### config.mk
export PLATFORM = sky130hd
export DESIGN_NAME = fraction_max_reduce
export DESIGN_NICKNAME = d
export VERILOG_FILES = /design/src/frmr_pkg.sv /design/src/frmr_divider.sv /design/src/fraction_max_reduce.sv
export SDC_FILE = /design/constraint.sdc
export NUM_CORES = 2
export LEC_CHECK = 0
export ABC_CLOCK_PERIOD_IN_PS = 13700
export BUFFER_PORTS_ARGS = -buffer_cell sky130_fd_sc_hd__buf_2
export CAP_MARGIN = 25
export CELL_PAD_IN_SITES_DETAIL_PLACEMENT = 1
export CELL_PAD_IN_SITES_GLOBAL_PLACEMENT = 1
export CORE_AREA = 2 2 439 332
export CTS_CLUSTER_SIZE = 28
export DETAILED_ROUTE_END_ITERATION = 10
export DIE_AREA = 0 0 441 334
export PLACE_DENSITY = 0.73
export REMOVE_ABC_BUFFERS = 1
export SYNTH_ARGS = -nofsm -noshare
export SYNTH_HDL_FRONTEND = slang
export SYNTH_SLANG_ARGS = --single-unit
### constraint.sdc
create_clock -name i_clk -period 13.7 [get_ports i_clk]
set_clock_uncertainty 0.1 [all_clocks]
set_input_delay 2.74 -clock i_clk [delete_from_list [all_inputs] [get_ports i_clk]]
set_output_delay 2.74 -clock i_clk [all_outputs]
set_load 0.05 [all_outputs]
### src/frmr_pkg.sv
`timescale 1ns / 1ps
// ============================================================================
// frmr_pkg
// Shared constants for the fraction max and reduce block.
// ============================================================================
package frmr_pkg;

    // default word width of numerators and denominators
    localparam int WORD_BITS_DEF = 32;

endpackage

### src/frmr_divider.sv
`timescale 1ns / 1ps
// ============================================================================
// frmr_divider
// Iterative signed divider, one quotient bit per cycle, C truncating rules:
// quotient rounds toward zero, remainder takes the sign of the dividend.
// ============================================================================
module frmr_divider #(
    parameter int WORD_BITS = frmr_pkg::WORD_BITS_DEF
) (
    input  logic                        i_clk,
    input  logic                        i_rst_n,
    input  logic                        i_start,
    input  logic signed [WORD_BITS-1:0] i_dividend,
    input  logic signed [WORD_BITS-1:0] i_divisor,
    output logic                        o_done,
    output logic signed [WORD_BITS-1:0] o_quotient,
    output logic signed [WORD_BITS-1:0] o_remainder
);

    localparam int CntBits = $clog2(WORD_BITS);

    logic                 r_active;
    logic                 r_done;
    logic [CntBits-1:0]   r_cnt;
    logic                 r_neg_q;
    logic                 r_neg_r;
    logic [WORD_BITS-1:0] r_dvs;
    logic [WORD_BITS-1:0] r_quo;
    logic [WORD_BITS-1:0] r_rem;

    logic [WORD_BITS-1:0] dvd_mag;
    logic [WORD_BITS-1:0] dvs_mag;
    logic [WORD_BITS:0]   trial;
    logic [WORD_BITS:0]   diff;

    // operand magnitudes, the most negative value maps to its unsigned pattern
    assign dvd_mag = i_dividend[WORD_BITS-1] ? (~i_dividend + 1'b1) : i_dividend;
    assign dvs_mag = i_divisor[WORD_BITS-1]  ? (~i_divisor + 1'b1)  : i_divisor;

    // restoring step: shift in next dividend bit and try a subtract
    assign trial = {r_rem, r_quo[WORD_BITS-1]};
    assign diff  = trial - {1'b0, r_dvs};

    always_ff @(posedge i_clk) begin
        if (!i_rst_n) begin
            r_active <= 1'b0;
            r_done   <= 1'b0;
            r_cnt    <= '0;
        end else begin
            r_done <= 1'b0;
            if (i_start) begin
                r_active <= 1'b1;
                r_cnt    <= '0;
                r_neg_q  <= i_dividend[WORD_BITS-1] ^ i_divisor[WORD_BITS-1];
                r_neg_r  <= i_dividend[WORD_BITS-1];
                r_dvs    <= dvs_mag;
                r_quo    <= dvd_mag;
                r_rem    <= '0;
            end else if (r_active) begin
                if (!diff[WORD_BITS]) begin
                    r_rem <= diff[WORD_BITS-1:0];
                    r_quo <= {r_quo[WORD_BITS-2:0], 1'b1};
                end else begin
                    r_rem <= trial[WORD_BITS-1:0];
                    r_quo <= {r_quo[WORD_BITS-2:0], 1'b0};
                end
                r_cnt <= r_cnt + 1'b1;
                if (r_cnt == CntBits'(WORD_BITS - 1)) begin
                    r_active <= 1'b0;
                    r_done   <= 1'b1;
                end
            end
        end
    end

    // sign correction of the magnitude results
    assign o_done      = r_done;
    assign o_quotient  = r_neg_q ? (~r_quo + 1'b1) : r_quo;
    assign o_remainder = r_neg_r ? (~r_rem + 1'b1) : r_rem;

endmodule

### src/fraction_max_reduce.sv
`timescale 1ns / 1ps
// ============================================================================
// fraction_max_reduce
// Picks the larger of two signed fractions and reduces it by its gcd.
// ============================================================================
// Usage: drive i_num_a, i_den_a, i_num_b, i_den_b and raise start; the
// transaction is taken on a clock edge with start high and busy low. Unless a
// denominator is zero, busy then stays high until the result is out; inputs
// need not be held after that edge. The result appears on o_max_num, o_max_den,
// o_chose_second and o_bad_denominator for exactly one cycle, marked by o_valid,
// and must be taken then: the receiver cannot stall the block.
// Sequence: a zero denominator gives a result in the cycle after the transaction.
// Otherwise the two cross products are formed on the shared multiplier (S_MUL_L,
// S_MUL_R), then compared (S_CMP), then each Euclid remainder and the two
// final divisions run in turn on the shared serial divider. At 32 bits the
// number of Euclid steps is at most about 46. One item is in flight at a
// time. Synchronous reset clears the sequencer and the strobe; no result is
// pending after reset.
// ============================================================================
module fraction_max_reduce #(
    parameter int WORD_BITS = frmr_pkg::WORD_BITS_DEF
) (
    input  logic                        i_clk,
    input  logic                        i_rst_n,
    input  logic                        start,
    output logic                        busy,
    input  logic signed [WORD_BITS-1:0] i_num_a,
    input  logic signed [WORD_BITS-1:0] i_den_a,
    input  logic signed [WORD_BITS-1:0] i_num_b,
    input  logic signed [WORD_BITS-1:0] i_den_b,
    output logic                        o_valid,
    output logic signed [WORD_BITS-1:0] o_max_num,
    output logic signed [WORD_BITS-1:0] o_max_den,
    output logic                        o_chose_second,
    output logic                        o_bad_denominator
);

    typedef enum logic [3:0] {
        S_IDLE,
        S_MUL_L,
        S_MUL_R,
        S_CMP,
        S_GCD,
        S_GCD_WAIT,
        S_DIVN,
        S_DIVN_WAIT,
        S_DIVD,
        S_DIVD_WAIT
    } t_state;

    t_state r_state;

    logic signed [WORD_BITS-1:0]   r_num_a, r_den_a, r_num_b, r_den_b;
    logic signed [2*WORD_BITS-1:0] r_lhs, r_rhs;
    logic signed [WORD_BITS-1:0]   r_n, r_d, r_x, r_y;
    logic                          r_valid;
    logic signed [WORD_BITS-1:0]   r_max_num, r_max_den;
    logic                          r_chose_second, r_bad;

    logic signed [WORD_BITS-1:0]   mul_a, mul_b;
    logic signed [2*WORD_BITS-1:0] product;
    logic                          first_bigger;
    logic                          div_start, div_done;
    logic signed [WORD_BITS-1:0]   div_dividend, div_divisor, div_quo, div_rem;

    // shared multiplier for the two cross products
    always_comb begin
        if (r_state == S_MUL_L) begin
            mul_a = r_num_a;
            mul_b = r_den_b;
        end else begin
            mul_a = r_num_b;
            mul_b = r_den_a;
        end
    end
    assign product = mul_a * mul_b;

    // exact compare, sense flips when the denominators differ in sign
    assign first_bigger = (r_den_a[WORD_BITS-1] == r_den_b[WORD_BITS-1]) ?
                          (r_lhs > r_rhs) : (r_lhs < r_rhs);

    // divider operands: euclid step, then numerator and denominator by gcd
    always_comb begin
        div_start    = 1'b0;
        div_dividend = r_x;
        div_divisor  = r_y;
        unique case (r_state)
            S_GCD: begin
                div_start = (r_y != '0);
            end
            S_DIVN: begin
                div_start    = 1'b1;
                div_dividend = r_n;
                div_divisor  = r_x;
            end
            S_DIVD: begin
                div_start    = 1'b1;
                div_dividend = r_d;
                div_divisor  = r_x;
            end
            default: begin
                div_start = 1'b0;
            end
        endcase
    end

    frmr_divider #(
        .WORD_BITS (WORD_BITS)
    ) u_div (
        .i_clk       (i_clk),
        .i_rst_n     (i_rst_n),
        .i_start     (div_start),
        .i_dividend  (div_dividend),
        .i_divisor   (div_divisor),
        .o_done      (div_done),
        .o_quotient  (div_quo),
        .o_remainder (div_rem)
    );

    // sequencer and registered result
    always_ff @(posedge i_clk) begin
        if (!i_rst_n) begin
            r_state <= S_IDLE;
            r_valid <= 1'b0;
        end else begin
            r_valid <= 1'b0;
            unique case (r_state)
                S_IDLE: begin
                    if (start) begin
                        r_num_a <= i_num_a;
                        r_den_a <= i_den_a;
                        r_num_b <= i_num_b;
                        r_den_b <= i_den_b;
                        if (i_den_a == '0 || i_den_b == '0) begin
                            r_max_num      <= '0;
                            r_max_den      <= '0;
                            r_chose_second <= 1'b0;
                            r_bad          <= 1'b1;
                            r_valid        <= 1'b1;
                        end else begin
                            r_state <= S_MUL_L;
                        end
                    end
                end
                S_MUL_L: begin
                    r_lhs   <= product;
                    r_state <= S_MUL_R;
                end
                S_MUL_R: begin
                    r_rhs   <= product;
                    r_state <= S_CMP;
                end
                S_CMP: begin
                    r_chose_second <= !first_bigger;
                    r_bad          <= 1'b0;
                    if (first_bigger) begin
                        r_n <= r_num_a;
                        r_d <= r_den_a;
                        r_x <= r_num_a;
                        r_y <= r_den_a;
                    end else begin
                        r_n <= r_num_b;
                        r_d <= r_den_b;
                        r_x <= r_num_b;
                        r_y <= r_den_b;
                    end
                    r_state <= S_GCD;
                end
                S_GCD: begin
                    // r_x holds the gcd once the remainder reaches zero
                    if (r_y == '0) begin
                        r_state <= S_DIVN;
                    end else begin
                        r_state <= S_GCD_WAIT;
                    end
                end
                S_GCD_WAIT: begin
                    if (div_done) begin
                        r_x     <= r_y;
                        r_y     <= div_rem;
                        r_state <= S_GCD;
                    end
                end
                S_DIVN: begin
                    r_state <= S_DIVN_WAIT;
                end
                S_DIVN_WAIT: begin
                    if (div_done) begin
                        r_max_num <= div_quo;
                        r_state   <= S_DIVD;
                    end
                end
                S_DIVD: begin
                    r_state <= S_DIVD_WAIT;
                end
                S_DIVD_WAIT: begin
                    if (div_done) begin
                        r_max_den <= div_quo;
                        r_valid   <= 1'b1;
                        r_state   <= S_IDLE;
                    end
                end
                default: begin
                    r_state <= S_IDLE;
                end
            endcase
        end
    end

    assign busy              = (r_state != S_IDLE);
    assign o_valid           = r_valid;
    assign o_max_num         = r_max_num;
    assign o_max_den         = r_max_den;
    assign o_chose_second    = r_chose_second;
    assign o_bad_denominator = r_bad;

endmodule
[Yosys cells after proc, flatten, opt, wreduce, memory -nomap -nowiden]
Index checks and enable logic that the tools add are counted.
Cells by class
  $add $sub $neg: 6
  multipliers: 1
  order comparisons: 2
  equality and inequality tests: 17
  muxes and demuxes: 47
  bitwise gates (word level): 7
  reductions and logical operators: 27
Operators with widths (number)
  $mux W32: 17
  $pmux W32 S2: 5
  $add A32 B1 Y32 const B: 4
  $not A32 Y32: 4
  $logic_not A32 Y1: 3
  $gt A64 B64 Y1: 1
  $lt A64 B64 Y1: 1
  $mul A32 B32 Y64: 1
  $pmux W4 S10: 1
  $sub A33 B32 Y33: 1
  $reduce_bool A32 Y1: 1
  $mux W31: 1
  $mux W4: 5
  $eq A4 B3 Y1 const B: 4
  $reduce_and A5 Y1: 3
  $mux W1: 13
  $reduce_and A2 Y1: 5
  $reduce_bool A2 Y1: 5
  $eq A4 B2 Y1 const B: 2
  $eq A4 B4 Y1 const B: 2
  $pmux W1 S2: 4
  $ne A2 B1 Y1 const B: 3
  $ne A2 B2 Y1 const B: 3
  $reduce_and A3 Y1: 2
  14 further kinds: 16
Storage, ports and cells
  bits in registers: 560
  input bits: 131
  output and inout bits: 68

[Longest topological paths before layout]
  depth in word-level cells: 6
  gate-level depth with buffers: 39
  gate-level depth less buffers: 32

[Hierarchy]
From an unflattened synthesis, not the netlist that was laid out.
Second synthesis, totals
  cells, all modules: 6301
  area, all modules: 63737.4 sq um
Modules (own cells, without submodules)
  fraction_max_reduce: times used 1, cells an instance 5337, area an instance 54984.0 sq um, sequential area each 13613.1 sq um
  frmr_divider: times used 1, cells an instance 964, area an instance 8753.4 sq um, sequential area each 3083.0 sq um

[Worst setup path after synthesis]
OpenSTA, ideal clock, no wires.
  path type: register to register
  start point: register r_state[1]
  end point: register r_lhs[63], data pin
  arrival: 9464 ps
  data required time: 13336 ps
  slack: 3871 ps
  stages on the path, launching flop included: 38
  period minus slack after synthesis: 9829 ps
  path through: dfxtp_1 > buf_4 > buf_6 > buf_2 > buf_2 > clkbuf_1 > nor3_1 > buf_2 > buf_1 > mux2_2 > nand2_1 > inv_1 > fa_1 > inv_1 > fa_1 > inv_1 > fa_1 > fa_1 > (+2 left out) > inv_1 > fa_1 > inv_1 > fa_1 > inv_1 > fa_1 > ha_1 > clkbuf_1 > a21o_1 > a21o_1 > a21o_1 > a21oi_1 > o21bai_1 > a21o_1 > a211oi_1 > o221ai_1 > a21oi_1 > xnor2_1
Between the ends
  longest elaborated chain between the ends: 3
  elaborated cells between the ends (all ways): 4
  those cells by class: 1 x mul; 1 x eq/ne; 2 x mux
RTL lines
  start, declared: RTL line fraction_max_reduce.sv:51  | t_state r_state;
  start signal, assigned: RTL line fraction_max_reduce.sv:123  | r_state <= S_IDLE;
  start signal, assigned: RTL line fraction_max_reduce.sv:141  | r_state <= S_MUL_L;
  start signal, assigned: RTL line fraction_max_reduce.sv:147  | r_state <= S_MUL_R;
  $eq A4 B1 Y1 *: RTL line fraction_max_reduce.sv:68  | if (r_state == S_MUL_L) begin
  $mux W32: RTL line fraction_max_reduce.sv:68
  $mul A32 B32 Y64 *: RTL line fraction_max_reduce.sv:76  | assign product = mul_a * mul_b;
  net product[63]: RTL line fraction_max_reduce.sv:61  | logic signed [2*WORD_BITS-1:0] product;
  end signal, assigned: RTL line fraction_max_reduce.sv:146  | r_lhs <= product;
  end, declared: RTL line fraction_max_reduce.sv:54  | logic signed [2*WORD_BITS-1:0] r_lhs, r_rhs;
Mark *: on every way through the listed nets, which the timed path passes. The rest lies on a longest branch.
A chain may end at the register's enable or synchronous reset.

[Final worst setup path]
  start point: register r_state[2]
  end point: register r_lhs[61], data pin
Same word-level chain as after synthesis.

==> impl_metrics.xml <==
<?xml version="1.0" encoding="UTF-8"?>
<metrics>
  <group name="timing">
    <metric name="report.final.setup_viol" unit="">0</metric>
    <metric name="timing.final.crit_period" unit="ns">11.59</metric>
    <metric name="unrepaired_setup_endpoints_after_global_routing" unit="">no</metric>
    <metric name="worst_slew_margin_rel" unit="">0.238</metric>
    <metric name="tightest_slew" unit="ns">1.14</metric>
    <metric name="timing_max_transition_violations_final" unit="">0</metric>
    <metric name="achievable-frequency" unit="MHz">86.3</metric>
    <metric name="final_hold_viol_count" unit="">0</metric>
    <metric name="layout_worst_path_cycle_share" unit="">0.846</metric>
  </group>
  <group name="clocking">
    <metric name="cts-buffers-inserted" unit="">60</metric>
    <metric name="clk_pin_slew_worst_paths" unit="ns">0.07</metric>
    <metric name="cts_resized" unit="">0</metric>
    <metric name="clock_sinks" unit="">560</metric>
    <metric name="clkLatencyLatePin" unit="ns">0.73</metric>
    <metric name="cts_root_buf" unit="">clkbuf_16</metric>
    <metric name="clock_tree.htree_level_count" unit="">2</metric>
    <metric name="cts_tree" unit="">done</metric>
    <metric name="ctsLongestPathBuffers" unit="">3</metric>
    <metric name="post-cts-setup-buffers" unit="">0</metric>
    <metric name="cts_hold_buffers" unit="">0</metric>
  </group>
  <group name="synth">
    <metric name="synth_simple_gate_area_share" unit="">0.121</metric>
    <metric name="synth_compound_area_frac" unit="">0.0616</metric>
    <metric name="post_synth_xor_area_fraction" unit="">0.0300</metric>
    <metric name="main_combinational_cell_family_by_area_after_synthesis" unit="">adder cells</metric>
    <metric name="synth-adder-area-share" unit="">0.395</metric>
    <metric name="edff_count_synth" unit="">548</metric>
    <metric name="syn_area_per_cell" unit="sq um">10.3</metric>
    <metric name="muxShareOfSynthArea" unit="">0.0460</metric>
    <metric name="yosysMostFrequentCell" unit="">inv_1</metric>
    <metric name="synthesis.area" unit="sq um">63900</metric>
    <metric name="netlist_top_cells_area" unit="">fa_1, edfxtp_1, inv_1</metric>
    <metric name="synth-seq-area-share" unit="">0.261</metric>
    <metric name="postSynth.topFlopCell" unit="">edfxtp_1</metric>
    <metric name="ys_seq_elements" unit="">560</metric>
    <metric name="synth_top_cells_by_count" unit="">inv_1, fa_1, nand2_1</metric>
    <metric name="syn_inst" unit="">6227</metric>
    <metric name="postSynth.asyncResetShare" unit="">0</metric>
    <metric name="synth_cell_type_count" unit="">94</metric>
    <metric name="synth.top_cell.area_share" unit="">0.339</metric>
    <metric name="synth_largest_area_cell" unit="">fa_1</metric>
    <metric name="synth-warning-count" unit="">0</metric>
  </group>
  <group name="detailed_routing">
    <metric name="routed_wire_length" unit="mm">214</metric>
    <metric name="via_count" unit="">47400</metric>
    <metric name="detailedRoute.firstPassIterationCount" unit="">5</metric>
    <metric name="drt.antenna.violating_nets" unit="">0</metric>
    <metric name="detailedRoute.firstIterationViolations" unit="">4385</metric>
    <metric name="drc" unit="">0</metric>
    <metric name="post_drt_wl_per_cell" unit="um">25.8</metric>
    <metric name="ratio_of_routed_vias_to_standard_cells" unit="">5.73</metric>
  </group>
  <group name="global_routing">
    <metric name="via_count_of_the_first_global_routing_pass" unit="">51600</metric>
    <metric name="grt_start_max_net_pins" unit="">120</metric>
    <metric name="grt_first_pass_wirelength" unit="mm">321</metric>
    <metric name="overflow" unit="">0</metric>
    <metric name="number_of_antenna_violations_at_the_first_check_in_global_routing" unit="">9</metric>
    <metric name="grt_use_total" unit="">0.292</metric>
  </group>
  <group name="placement">
    <metric name="hpwl_reported_at_the_end_of_detailed_placement" unit="mm">172</metric>
    <metric name="port_buffer_count" unit="">198</metric>
    <metric name="last_weighted_congestion_value_of_the_routability_driven_placer" unit="">0.950</metric>
    <metric name="placed_cell_area" unit="sq um">67100</metric>
  </group>
  <group name="final_layout">
    <metric name="area.growth.synth_to_final" unit="%">8.39</metric>
    <metric name="fillerInstances" unit="">15900</metric>
    <metric name="top_regs" unit="">r_lhs: 64 flops, r_rhs: 64 flops</metric>
    <metric name="final_nets" unit="">7808</metric>
    <metric name="post-route-cell-area" unit="sq um">69200</metric>
    <metric name="post_route_cells_drive_above_1_share" unit="">0.107</metric>
  </group>
  <group name="floorplan">
    <metric name="ios" unit="">199</metric>
    <metric name="core" unit="sq um">144000</metric>
    <metric name="die-height" unit="um">334</metric>
    <metric name="die_w" unit="um">441</metric>
    <metric name="die_area" unit="sq um">147000</metric>
    <metric name="placement_rows" unit="">121</metric>
    <metric name="floorplan.initialDensity" unit="">0.445</metric>
  </group>
  <group name="run_status">
    <metric name="run_status" unit="">finished, final reports clean</metric>
  </group>
  <group name="critical_path">
    <metric name="critPathMostFrequentCell" unit="">fa_1</metric>
    <metric name="slowest_delay" unit="ns">0.99</metric>
    <metric name="cp_num_buf_inv" unit="">7</metric>
    <metric name="cell_type_of_the_slowest_stage_on_the_worst_timing_path" unit="">mux2i_2</metric>
    <metric name="critical_path.reg2reg.startpoint" unit="">r_state[2]$_SDFFE_PN0P_</metric>
    <metric name="rr_worst_depth" unit="">29</metric>
    <metric name="path_max_fanout" unit="">119</metric>
    <metric name="worst_setup_end_kind" unit="">register</metric>
    <metric name="r2r_end" unit="">r_lhs[61]$_DFFE_PP_</metric>
    <metric name="worst-endpoint-required" unit="ns">14.03</metric>
    <metric name="cp.arrival" unit="ns">11.92</metric>
    <metric name="timing.reg2reg.setup_slack" unit="ns">2.11</metric>
    <metric name="type_of_the_worst_setup_path" unit="">reg -&gt; reg</metric>
    <metric name="worst_setup_path_start_kind" unit="">register</metric>
    <metric name="path_delay_family" unit="">adder cells</metric>
  </group>
  <group name="hold_path">
    <metric name="hold_depth" unit="">2</metric>
    <metric name="min-delay-path-class" unit="">reg -&gt; reg</metric>
    <metric name="hold_start" unit="">u_div.r_cnt[4]$_SDFFE_PP0P_</metric>
    <metric name="hold_path_end" unit="">u_div.r_cnt[4]$_SDFFE_PP0P_</metric>
  </group>
  <group name="flow_run">
    <metric name="cap_violations" unit="">0</metric>
  </group>
</metrics>
## final cells by class
type	count	area, sq um	share of cell area
multi-input combinational	4257	42000	0.607
sequential	560	16700	0.241
inverter	1131	4250	0.0613
tap	1906	2380	0.0344
timing repair buffer	298	1810	0.0261
clock buffer	65	1520	0.0220
clock inverter	46	526	0.00759
antenna	9	22.5	0.000325
## logic make-up (layout without fill, tap and decap cells)
| kind of cell | count (synthesis) | after routing |
|---|---|---|
| AND/OR/NAND/NOR | 1789 | 1789 |
| other | 0 | 9 |
| XOR/XNOR | 218 | 218 |
| multiplexers | 270 | 270 |
| flip-flops | 560 | 560 |
| adder cells (fa/ha/maj) | 1369 | 1369 |
| buffers and inverters | 1410 | 1540 |
| AO/OA/AOI/OAI | 611 | 611 |
## cell usage in the layout, fill, tap and decap left out, types with 49 or more instances in the layout
master and n:
a21o_1 55, a21oi_1 170, buf_2 198, buf_4 94
clkbuf_16 61, edfxtp_1 548, fa_1 1083, ha_1 286
inv_1 1129, mux2_2 179, nand2_1 723, nand3_1 57
nor2_1 704, nor3_1 49, o21ai_0 145, xnor2_1 132
xor2_1 84
## worst reg2reg max path: cells and delay by family, from the launching register on
kind	cells	cell delay, ns
buffers and inverters	7	1.31
and+or+nand+nor	7	1.69
AOI/OAI and AO/OA	4	2.02
xor gates and xnor gates	1	0.15
muxes	1	1.21
DFF	1	0.31
adders and majority gates	9	4.53
## through the flow
stage          cells  utilization  hold WS (ns)  TNS, ns  worst slack (ns)
6_report        8272        0.482         0.413        0              2.11
3_5_place_dp    8147        0.467         0.395        0              2.38
5_1_grt         8264        0.482         0.446        0              1.88
4_1_cts         8258        0.481         0.414        0              2.37
3_3_place_gp    8146        0.467         0.384        0              2.59
2_1_floorplan   5948            -         0.367  -911.34             -8.97
## metal layers
metal / vias up / part of all wire / track usage
met5: - / 0.00029 / 0
met4: 8 / 0.042 / 0.104
li1: 20000 / - / -
met3: 485 / 0.099 / 0.0723
met2: 2068 / 0.45 / 0.454
met1: 24900 / 0.41 / 0.398
## how the worst max path moves through the flow
stage	start	end	slack, ns	depth (start not counted)
floorplan	r_state[0]$_SDFFE_PN0P_	r_lhs[63]$_DFFE_PP_	-8.97	28
global placement	r_state[2]$_SDFFE_PN0P_	r_lhs[61]$_DFFE_PP_	2.59	29
detailed placement	r_state[2]$_SDFFE_PN0P_	r_lhs[61]$_DFFE_PP_	2.38	29
CTS	r_state[2]$_SDFFE_PN0P_	r_lhs[61]$_DFFE_PP_	2.37	29
global route	r_state[2]$_SDFFE_PN0P_	r_lhs[63]$_DFFE_PP_	1.88	31
finish	r_state[2]$_SDFFE_PN0P_	r_lhs[61]$_DFFE_PP_	2.11	29
Power is not shown: default switching activity piles up to over one toggle a cycle in this logic, so the estimate is an artifact.
